$ cat config.mk
export PLATFORM = sky130hd
export DESIGN_NAME = mrms_isqrt
export DESIGN_NICKNAME = d
export VERILOG_FILES = /design/src/hdl/assert_macros.svh /design/src/hdl/mrms_pkg.sv /design/src/hdl/mrms_isqrt.sv
export SDC_FILE = /design/constraint.sdc
export NUM_CORES = 1
export LEC_CHECK = 0
export ABC_AREA = 1
export BUFFER_PORTS_ARGS = -buffer_cell sky130_fd_sc_hd__buf_2
export CAP_MARGIN = 10
export CORE_ASPECT_RATIO = 1.25
export CORE_UTILIZATION = 41
export CTS_BUF_LIST = sky130_fd_sc_hd__clkbuf_8
export DETAILED_ROUTE_END_ITERATION = 7
export GPL_TIMING_DRIVEN = 1
export SYNTH_ARGS = -nofsm -noshare
export SYNTH_HDL_FRONTEND = slang
export SYNTH_SLANG_ARGS = --single-unit
$ cat constraint.sdc
create_clock -name clk -period 5.4 [get_ports clk]
set_input_delay 0.54 -clock clk [delete_from_list [all_inputs] [get_ports clk]]
set_output_delay 0.54 -clock clk [all_outputs]
set_load 0.01 [all_outputs]
$ cat src/hdl/assert_macros.svh
// assertion macros used by the rtl core of the rms loudness detector
// no dependencies; included inside module bodies
`ifndef ASSERT_MACROS_SVH
`define ASSERT_MACROS_SVH

// property checked on every rising edge, skipped while reset is low
`define ASSERT_PROP(lbl, clk, rst_n, prop) \
  lbl: assert property (@(posedge clk) disable iff (!rst_n) (prop)) \
    else $error("assertion failed");

// condition that must never hold outside reset
`define ASSERT_NEVER(lbl, clk, rst_n, cond) \
  `ASSERT_PROP(lbl, clk, rst_n, !(cond))

`endif

$ cat src/hdl/mrms_pkg.sv
// shared constants and types of the moving-window rms loudness detector
// no dependencies
`timescale 1ns / 1ps
`default_nettype none

package mrms_pkg;

  localparam int WINDOW_DEPTH = 8192;
  localparam int ADDR_W       = $clog2(WINDOW_DEPTH);
  localparam int DEPTH_W      = $clog2(WINDOW_DEPTH + 1);
  localparam int SAMPLE_W     = 16;
  localparam int RMS_W        = 16;
  localparam int THR_W        = 16;
  localparam int SUM_W        = 44;
  localparam int SQ_W         = 2 * SAMPLE_W;
  localparam int LIM_W        = 2 * THR_W + DEPTH_W;
  localparam int OUT_W        = 40;

  // square root: one result bit per step, from bit 16 down to bit 0
  localparam int ROOT_STEPS   = 17;
  localparam int CNT_W        = $clog2(ROOT_STEPS);
  localparam int ROOT_W       = 2 * ROOT_STEPS + DEPTH_W;

  // register word index on the configuration port
  localparam logic [1:0] REG_STEREO    = 2'd0;
  localparam logic [1:0] REG_THRESHOLD = 2'd1;
  localparam logic [1:0] REG_TOLERANCE = 2'd2;

  localparam logic [THR_W-1:0] THRESHOLD_RESET = THR_W'(16000);
  localparam logic [THR_W-1:0] TOLERANCE_RESET = THR_W'(1000);

  localparam logic [1:0] SIDE_NONE   = 2'b00;
  localparam logic [1:0] SIDE_FIRST  = 2'b01;
  localparam logic [1:0] SIDE_SECOND = 2'b11;

  typedef struct packed {
    logic busy;
    logic done;
  } root_status_t;

endpackage

`default_nettype wire

$ cat src/hdl/mrms_isqrt.sv
// iterative floor square root of (value / WINDOW_DEPTH), one result bit per cycle
// depends on mrms_pkg
`timescale 1ns / 1ps
`default_nettype none

module mrms_isqrt (
  input  logic                         clk,
  input  logic                         rst_n,
  input  logic                         start,
  input  logic [mrms_pkg::SUM_W-1:0]   value,
  output mrms_pkg::root_status_t       status,
  output logic [mrms_pkg::RMS_W-1:0]   root
);
  import mrms_pkg::*;

  // candidate c = r | 2^k is kept as c*c*D = t + a + b, with
  // a = r*D*2^(k+1) and b = D*2^(2k); r*r <= floor(v/D) iff r*r*D <= v
  localparam logic [ROOT_W-1:0] B_INIT = ROOT_W'(WINDOW_DEPTH) << (2 * (ROOT_STEPS - 1));

  logic [ROOT_W-1:0]     t_r;
  logic [ROOT_W-1:0]     a_r;
  logic [ROOT_W-1:0]     b_r;
  logic [ROOT_W-1:0]     s_r;
  logic [ROOT_STEPS-1:0] r_r;
  logic [CNT_W-1:0]      cnt_r;
  logic                  busy_r;
  logic                  done_r;
  logic [ROOT_W-1:0]     cand_nxt;
  logic                  take;

  assign cand_nxt = t_r + a_r + b_r;
  assign take     = (cand_nxt <= s_r);

  always_ff @(posedge clk) begin
    if (!rst_n) begin
      busy_r <= 1'b0;
      done_r <= 1'b0;
      cnt_r  <= '0;
    end else begin
      done_r <= busy_r && (cnt_r == '0);
      if (start) begin
        busy_r <= 1'b1;
        cnt_r  <= CNT_W'(ROOT_STEPS - 1);
      end else if (busy_r) begin
        if (cnt_r == '0) begin
          busy_r <= 1'b0;
        end
        cnt_r <= cnt_r - 1'b1;
      end
    end
  end

  always_ff @(posedge clk) begin
    if (start) begin
      t_r <= '0;
      a_r <= '0;
      b_r <= B_INIT;
      s_r <= ROOT_W'(value);
      r_r <= '0;
    end else if (busy_r) begin
      r_r <= {r_r[ROOT_STEPS-2:0], take};
      if (take) begin
        t_r <= cand_nxt;
      end
      a_r <= (a_r >> 1) + (take ? b_r : '0);
      b_r <= b_r >> 2;
    end
  end

  assign status.busy = busy_r;
  assign status.done = done_r;
  assign root        = r_r[RMS_W-1:0];

endmodule

`default_nettype wire

# Yosys cells after proc, flatten, opt, wreduce, memory -nomap -nowiden
# Index checks and enable logic that the tools add are counted.
dict set report word_totals {
  ff_bits 186
  output_inout_bits 18
  word_cells 26
}
dict set report classes {
  bitwise_logic 1
  magnitude_cmp 1
  reduce_logical 5
  addsub 4
  muxes 6
}
# operator count
set ops {}
lappend ops {{$add 47x46->48} 1}
lappend ops {{$add 48x46->48} 1}
lappend ops {{$add 48x48->48} 1}
lappend ops {{$le 48x44->1} 1}
lappend ops {{$mux 46} 1}
lappend ops {{$mux 5} 2}
lappend ops {{$logic_not 5->1} 1}
lappend ops {{$sub 5x1->5 const B} 1}
lappend ops {{$mux 1} 3}
lappend ops {{$reduce_and 2->1} 1}
lappend ops {{$reduce_bool 2->1} 1}
lappend ops {{$reduce_or 2->1} 1}
lappend ops {{$logic_and 1x1->1} 1}
lappend ops {{$not 1->1} 1}

# Depth between registers and ports, before layout
# Gate-level depths: netlist of run 1.
dict set report logic_depth {
  depth_word 5
  mapped_depth 45
  depth_no_buf 44
}

# Worst setup path after synthesis of run 1
# OpenSTA, ideal clock, no wires.
dict set report synth_timing {
  kind {register to register}
  start {reg a_r[7]}
  end {reg a_r[39]}
  required_time_ns 5.285
  synth_period_minus_slack_ns 5.595
  path_stages_with_launch 46
  slack_ns -0.195
  t_arrival_ns 5.479
  path_buffers 1
  path_cell_list {dfxtp_1 -> inv_1 -> fa_1 -> inv_1 -> ha_1 -> nand2_1 -> inv_1 -> a21oi_1 -> nand2_1 -> nand2_1 -> nand2_2 -> nand3_1 -> nand2_1 -> nand2_1 -> nand2_1 -> xor2_1 -> inv_1 -> ha_1 -> [... 10 more ...] -> clkbuf_1 -> nor2_1 -> ha_1 -> ha_1 -> nand3_1 -> nand2_1 -> nand2_1 -> nand2_1 -> a21oi_1 -> o21ai_0 -> nand2_1 -> nand2_1 -> nand3_1 -> nand2_1 -> nand2_1 -> nand2_1 -> o21ai_0 -> inv_1}
}
dict set report synth_between {
  elab_chain_cells 5
}
# element line
set synth_rtl {}
lappend synth_rtl {{from (decl)} mrms_isqrt.sv:21} ;# logic [ROOT_W-1:0] a_r;
lappend synth_rtl {{from (signal assigned)} mrms_isqrt.sv:65} ;# a_r <= (a_r >> 1) + (take ? b_r : '0);
lappend synth_rtl {{$add 48x48->48} mrms_isqrt.sv:31} ;# assign cand_nxt = t_r + a_r + b_r;
lappend synth_rtl {{$add 48x46->48} mrms_isqrt.sv:31}
lappend synth_rtl {{named net cand_nxt[24]} mrms_isqrt.sv:28} ;# logic [ROOT_W-1:0] cand_nxt;
lappend synth_rtl {{$le 48x44->1} mrms_isqrt.sv:32} ;# assign take = (cand_nxt <= s_r);
lappend synth_rtl {{$mux 46} mrms_isqrt.sv:65}
lappend synth_rtl {{$add 47x46->48} mrms_isqrt.sv:65}
# The timed path passes the listed nets, and every way through them passes these cells.
# A chain may end at the register's enable or synchronous reset.

# Worst setup path in the final report of run 1
dict set report layout_timing {
  start {reg b_r[1]}
  end {reg a_r[42]}
}
dict set report layout_between {
  elab_chain_cells 4
}
# element line
set layout_rtl {}
lappend layout_rtl {{from (decl)} mrms_isqrt.sv:22} ;# logic [ROOT_W-1:0] b_r;
lappend layout_rtl {{from (signal assigned)} mrms_isqrt.sv:66} ;# b_r <= b_r >> 2;
lappend layout_rtl {{$add 48x46->48} mrms_isqrt.sv:31}
lappend layout_rtl {{named net cand_nxt[16]} mrms_isqrt.sv:28}
lappend layout_rtl {{$le 48x44->1} mrms_isqrt.sv:32}
lappend layout_rtl {{$mux 46} mrms_isqrt.sv:65}
lappend layout_rtl {{$add 47x46->48} mrms_isqrt.sv:65}
# The timed path passes the listed nets, and every way through them passes these cells.

==> metrics.yaml, run 1 <==
synth_fa_ha_area_share_pct: 15.1
synth_cell_types: 43
rows: 77
holdWs_ns: 0.160
violations: "negative setup slack"
dr.pass1.iters: 5
clock_latency_ns: 0.55
slew_headroom_pct: 29.5
synthTopCellsByCount: "nand2_1 (532), inv_1 (423), nor2_1 (328), dfxtp_1 (142)"
routed_via_density: 4.94
synth_seq_area_share_pct: 28.2
muxShareOfSynthArea_pct: 0
yosysWarnings: 0
p_per_area_mw_per_mm2: 191
synth.area.top_cells: "dfxtp_1 (19%), nand2_1 (14%), ha_1 (12%)"
rsz0062_at_grt: "yes"
start_util_pct: 41.7
syn_area_per_cell_um2: 6.53
dp_cells: 3180
htree_levels: 4
yosysTopAreaCellShare_pct: 19.2
post_drt_wl_per_cell_um: 16.2
finalWeightedCongestion: 0.963
vias: 16300
max_stage_delay_ns: 0.52
critPathCaptureType: "flop"
ys.flop_type: "dfxtp_1"
synth_enable_flop_cells: 44
syn_inst: 2263
fill_cells: 3188
hpwl_um: 38700
worstPathMaxFanout: 7
cts.sinks: 186
synth_xor_area_share_pct: 3.44
syn_nets: 2474
antenna_found_initial: 0
portBuffers: 64
grt_pass1_wl_um: 79500
drcViolationCount: 0
finClkSkew_ns: 0.0173
setup_ws_ns: -0.782
ios: 65
timing.fmax_mhz: 162
die_y_um: 214
period_share_pct: 114
synth_compound_area_share_pct: 11.8
required_ns: 5.89
grt-ovfl-total: 0
tightest_slew_ns: 1.06
path_class: "reg2reg"
grt_usage_pct: 28.1
netlist_area_mm2: 0.0148
drt_wl_total_um: 53200
crit_path_top_delay_cell: "fa_1"
cts_hold_buffers: 0
drt-initial-drc-count: 969
multi_input_area_mm2: 0.0109
status: "finished, violations left"
synthSimpleGateAreaFrac_pct: 28.4
grt_max_degree: 107
clk_pin_slew_ns: 0.11
min_path_type: "in2reg"
ys_ff_latch: 186
design_area_mm2: 0.0222
num_antenna_cells: 0
post-synth-top-count-cell: "nand2_1"
cts_root_buf: "clkbuf_8"
synth_top_family_by_area: "simple AND/OR/NAND/NOR gates"
cp_data_arrival_time_ns: 6.67
slew_viol_final: 0
grt_pass1_vias: 16000
seqCellArea_mm2: 0.00419
ant_nets: 0
cts_tree: "built"
cap_violations: 0
synth_top_cell_by_area: "dfxtp_1"
die-width_um: 172
placed_area_mm2: 0.0188
die_area_mm2: 0.0368
core-area_mm2: 0.0355
power_leakage_nw: 11.7
clock_path_buffers: 2
area_delta_synth_final_pct: 50.1
async_flop_share_pct: 0
final_nets: 3017
crit_top_cell: "nand2_1"
layout_min_cycle_time_ns: 6.18
final_cells: 3293
vdd_drop_max_mv: 0.154
cts-buffers-inserted: 17
power_w: 0.00424
setup_viol: 41
drive_above_1_share_pct: 37.5
hold_violations: 0
critPathLaunchType: "flop"
## kinds of logic (layout without fill, tap and decap cells)
family / count (synthesis) / in the layout
AND/OR/NAND/NOR: 1030 / 1030
buffers and inverters: 502 / 1058
AO/OA/AOI/OAI: 323 / 323
flip-flops: 186 / 186
adder cells (fa/ha/maj): 164 / 164
XOR/XNOR: 58 / 58
## state kept, by name, summed over array words and instances, names as in the netlist
register and cells:
done_r 1, cnt_r 5, t_r 48, r_r 16, a_r 48, s_r 44
b_r 23, busy_r 1
## final cells by class
cell class,instances,area share [%]
flip-flops and latches,186,18.9
inverters,452,7.67
well taps,474,2.67
multi-input cells,1575,49.0
clock inverters,15,0.717
repair buffers,574,20.0
clock buffers,17,1.06
## worst paths after layout
path / startpoint / end / slack (ns) / depth (start not counted)
setup / recovery: b_r[1]$_SDFFE_PP0P_ / a_r[42]$_SDFFE_PP0P_ / -0.78 / 43
setup reg to reg: b_r[1]$_SDFFE_PP0P_ / a_r[42]$_SDFFE_PP0P_ / -0.78 / 43
hold reg to reg: t_r[44]$_SDFFE_PP0P_ / t_r[44]$_SDFFE_PP0P_ / 0.47 / 2
hold / removal: value[23] / s_r[23]$_DFFE_PP_ / 0.16 / 1
## routing by layer
metal	share of wire, %	wire [um]	up-vias	global-route usage (%)
met2	49	25800	437	48.4
met5	0	0	-	0
met1	43	22900	7559	35.2
met4	3.8	2000	0	10.6
met3	4.6	2460	118	3.64
li1	-	-	8151	-
## power by group
group          switching, W  internal [W]
registers         0.0000741       0.00153
clock network      0.000589      0.000420
logic              0.000881      0.000740
total               0.00154       0.00269
## stage by stage
stage                     util [%]  setup slack (ns)  TNS (ns)
after global routing          62.5            -0.988    -30.58
after detailed placement      52.9             -1.40    -40.14
after global placement        52.9             -1.45    -38.65
after CTS                     58.9            -0.531    -13.61
after floorplan                  -          0.000416         0
final                         62.5            -0.782    -21.52
## critical path: cells and delay by family (launching register included)
family,cells,cell delay [ns]
AO/OA/AOI/OAI,4,0.63
XOR/XNOR,1,0.17
buffers and inverters,9,1.02
AND/OR/NAND/NOR,25,2.66
adder cells (fa/ha/maj),4,1.29
flip-flops,1,0.35
## placed cells by master (no fill, tap or decap), types with 27 or more instances in the layout
master,Yosys,layout
buf_4,2,448
nand2_1,532,430
inv_1,423,395
nor2_1,328,266
dfxtp_1,142,121
ha_1,140,105
a21oi_1,140,99
nand2_2,11,72
o21ai_0,134,66
buf_2,5,63
buf_6,4,56
inv_2,28,55
nor2_2,15,45
o21ai_1,0,45
edfxtp_1,44,44
nand3_1,69,41
nand2_4,0,39
xor2_1,46,37
nor2_4,3,35
ha_4,0,34
nand4_1,29,29
a21oi_2,0,27
## timing repair
action | 4_1_cts | 5_1_grt
setup endpoints to repair | 45 | 45
gates cloned | 1 | 0
resized for setup | 373 | 261
pin swaps | 90 | 143
setup buffers | 50 | 49
(Power assumes the default switching activity.)
==> run 2, diff against run 1 <==
--- a/config.mk
+++ b/config.mk
@@ -13,6 +13,7 @@
 export CTS_BUF_LIST = sky130_fd_sc_hd__clkbuf_8
 export DETAILED_ROUTE_END_ITERATION = 7
 export GPL_TIMING_DRIVEN = 1
+export PLACE_DENSITY_LB_ADDON = 0.3
 export SYNTH_ARGS = -nofsm -noshare
 export SYNTH_HDL_FRONTEND = slang
 export SYNTH_SLANG_ARGS = --single-unit
==> metrics.yaml, run 2 (synthesized netlist as in run 1, its figures left out) <==
status: "finished, violations left"
violations: "negative setup slack"
period_share_pct: 114  # -0.55 points
critPathCaptureType: "flop"
fill_cells: 3137  # -1.6%
grt_pass1_vias: 16000  # +0.037%
hpwl_um: 40200  # +4.0%
layout_min_cycle_time_ns: 6.15  # -0.0296 ns
setup_viol: 44  # +7.3%
reg2reg_depth: 41  # -4.7%
drt-initial-drc-count: 892  # -7.9%
timing.fmax_mhz: 163  # +0.48%
grt_usage_pct: 28.3  # +0.23 points
setup_tns_ns: -23.66  # -2.14 ns
holdWs_ns: 0.182  # +0.0224 ns
hold_violations: 0  # unchanged
cts_tree: "built"
final_cells: 3319  # +0.79%
vias: 16600  # +2.0%
setup_ws_ns: -0.752  # +0.0296 ns
cap_violations: 0  # unchanged
clock_latency_ns: 0.53  # -0.02 ns
finClkSkew_ns: 0.0200  # +0.00267 ns
core-area_mm2: 0.0355  # unchanged
drt_wl_total_um: 54100  # +1.8%
grt-ovfl-total: 0  # unchanged
cts-buffers-inserted: 17  # unchanged
clk_pin_slew_ns: 0.12  # about the same
portBuffers: 64  # unchanged
crit_path_top_delay_cell: "fa_2"
largestRegisters: "a_r (48), t_r (48), s_r (44)"
critPathLaunchType: "flop"
power_leakage_nw: 11.7  # about the same
final_nets: 3042  # +0.83%
dr.pass1.iters: 6  # +1
drcViolationCount: 0  # unchanged
drive_above_1_share_pct: 39.0  # +1.5 points
htree_levels: 4  # unchanged
r2r-end: "a_r[24]$_SDFFE_PP0P_"
slew_headroom_pct: 30.9  # +1.4 points
crit_top_cell: "nand2_1"
critPathCapture: "a_r[24]$_SDFFE_PP0P_"
ant_nets: 0  # unchanged
finalWeightedCongestion: 1.01  # +4.6%
cts_root_buf: "clkbuf_8"
cp_data_arrival_time_ns: 6.62  # -0.05 ns
reg2reg_slack_ns: -0.75  # +0.03 ns
slew_viol_final: 0  # unchanged
rows: 77  # unchanged
die-width_um: 172  # unchanged
max_stage_delay_ns: 0.56  # +0.04 ns
die_y_um: 214  # unchanged
place_ws_ns: -1.30  # +0.0965 ns
die_area_mm2: 0.0368  # unchanged
power_w: 0.00426  # +0.53%
min_path_type: "in2reg"
post_drt_wl_per_cell_um: 16.3  # +0.97%
crit_start: "a_r[13]$_SDFFE_PP0P_"
cts.sinks: 186  # unchanged
required_ns: 5.87  # -0.02 ns
rsz0062_at_grt: "yes"
layout_common_cells: "buf_4 (503), nand2_1 (427), inv_1 (380)"
start_util_pct: 41.7  # unchanged
vdd_drop_max_mv: 0.130  # -16%
grt_pass1_wl_um: 80600  # +1.3%
dp_cells: 3186  # +0.19%
antenna_found_initial: 1  # +1
grt_max_degree: 67  # -37%
area_delta_synth_final_pct: 50.0  # about the same
worstPathMaxFanout: 8  # +1
tightest_slew_ns: 1.03  # -0.0230 ns
clock_path_buffers: 2  # unchanged
layout_commonest_cell: "buf_4"
reg2reg_from: "a_r[13]$_SDFFE_PP0P_"
p_per_area_mw_per_mm2: 192  # +0.59%
ios: 65  # unchanged
path_class: "reg2reg"
routed_via_density: 5.00  # +1.2%
-- run 2: changes by cell type in the layout (fill, tap and decap cells not counted), moves of 5 or more --
cell     delta
nand2_2    +15
a21oi_4     -7
inv_2      +16
inv_1      -15
buf_6      -29
o21ai_1     -9
a21oi_2     +7
o21ai_0     +5
nand2_4    -11
buf_4      +55
-- run 2: critical path: cells and delay by family, from the launching register on --
kind,cells,cell delay (ns)
AND/OR/NAND/NOR,21,2.31
AO/OA/AOI/OAI,3,0.25
XOR/XNOR,1,0.18
buffers and inverters,12,1.45
adder cells (fa/ha/maj),4,1.50
flip-flops,1,0.37
-- run 2: stage by stage --
step / cell area, um2 / utilization [%]
after floorplan: 14800 / -
after global placement: 18800 / 53.0
after detailed placement: 18800 / 53.0
after CTS: 20900 / 59.1
after global routing: 22200 / 62.5
final: 22200 / 62.5
-- run 2: how the worst min path moves through the flow --
stage                              start                   end  slack [ns]  depth (start not counted)
floorplan           t_r[44]$_SDFFE_PP0P_  t_r[44]$_SDFFE_PP0P_        0.44                          2
global placement    t_r[44]$_SDFFE_PP0P_  t_r[44]$_SDFFE_PP0P_        0.45                          2
detailed placement  t_r[44]$_SDFFE_PP0P_  t_r[44]$_SDFFE_PP0P_        0.45                          2
global route                    value[1]      s_r[1]$_DFFE_PP_        0.16                          1
finish                          value[6]      s_r[6]$_DFFE_PP_        0.18                          1
CTS                             value[1]      s_r[1]$_DFFE_PP_        0.16                          1
-- run 2: metal layers --
metal / up-vias / GRT usage, % / share of wire, %
li1: 8210 / - / -
met1: 7825 / 34.5 / 42
met2: 421 / 50.6 / 50
met3: 141 / 2.58 / 3.3
met4: 0 / 11.1 / 4.4
met5: - / 0 / 0
-- run 2: area by class of cell --
type	instances	area, um2	area share (%)
Antenna cell	1	2.50	0.0113
Clock buffer	17	234	1.06
Clock inverter	15	181	0.819
Inverter	452	1700	7.68
Multi-Input combinational cell	1575	10700	48.4
Sequential cell	186	4200	18.9
Tap cell	474	593	2.68
Timing Repair Buffer	599	4520	20.4
-- run 2: what timing repair did --
action	4_1_cts	5_1_grt
buffers inserted	70	35
gates resized for setup	346	252
hold buffers	0	0
gates cloned	1	0
pin swaps	111	150
hold endpoints to repair	0	0
setup endpoints to repair	46	45
-- run 2: where the power goes --
group          leakage, nW  internal, W  switching [W]
combinational         9.90     0.000741       0.000859
clock                0.216     0.000430       0.000613
sequential            1.60      0.00153      0.0000836
total                 11.7      0.00270        0.00156
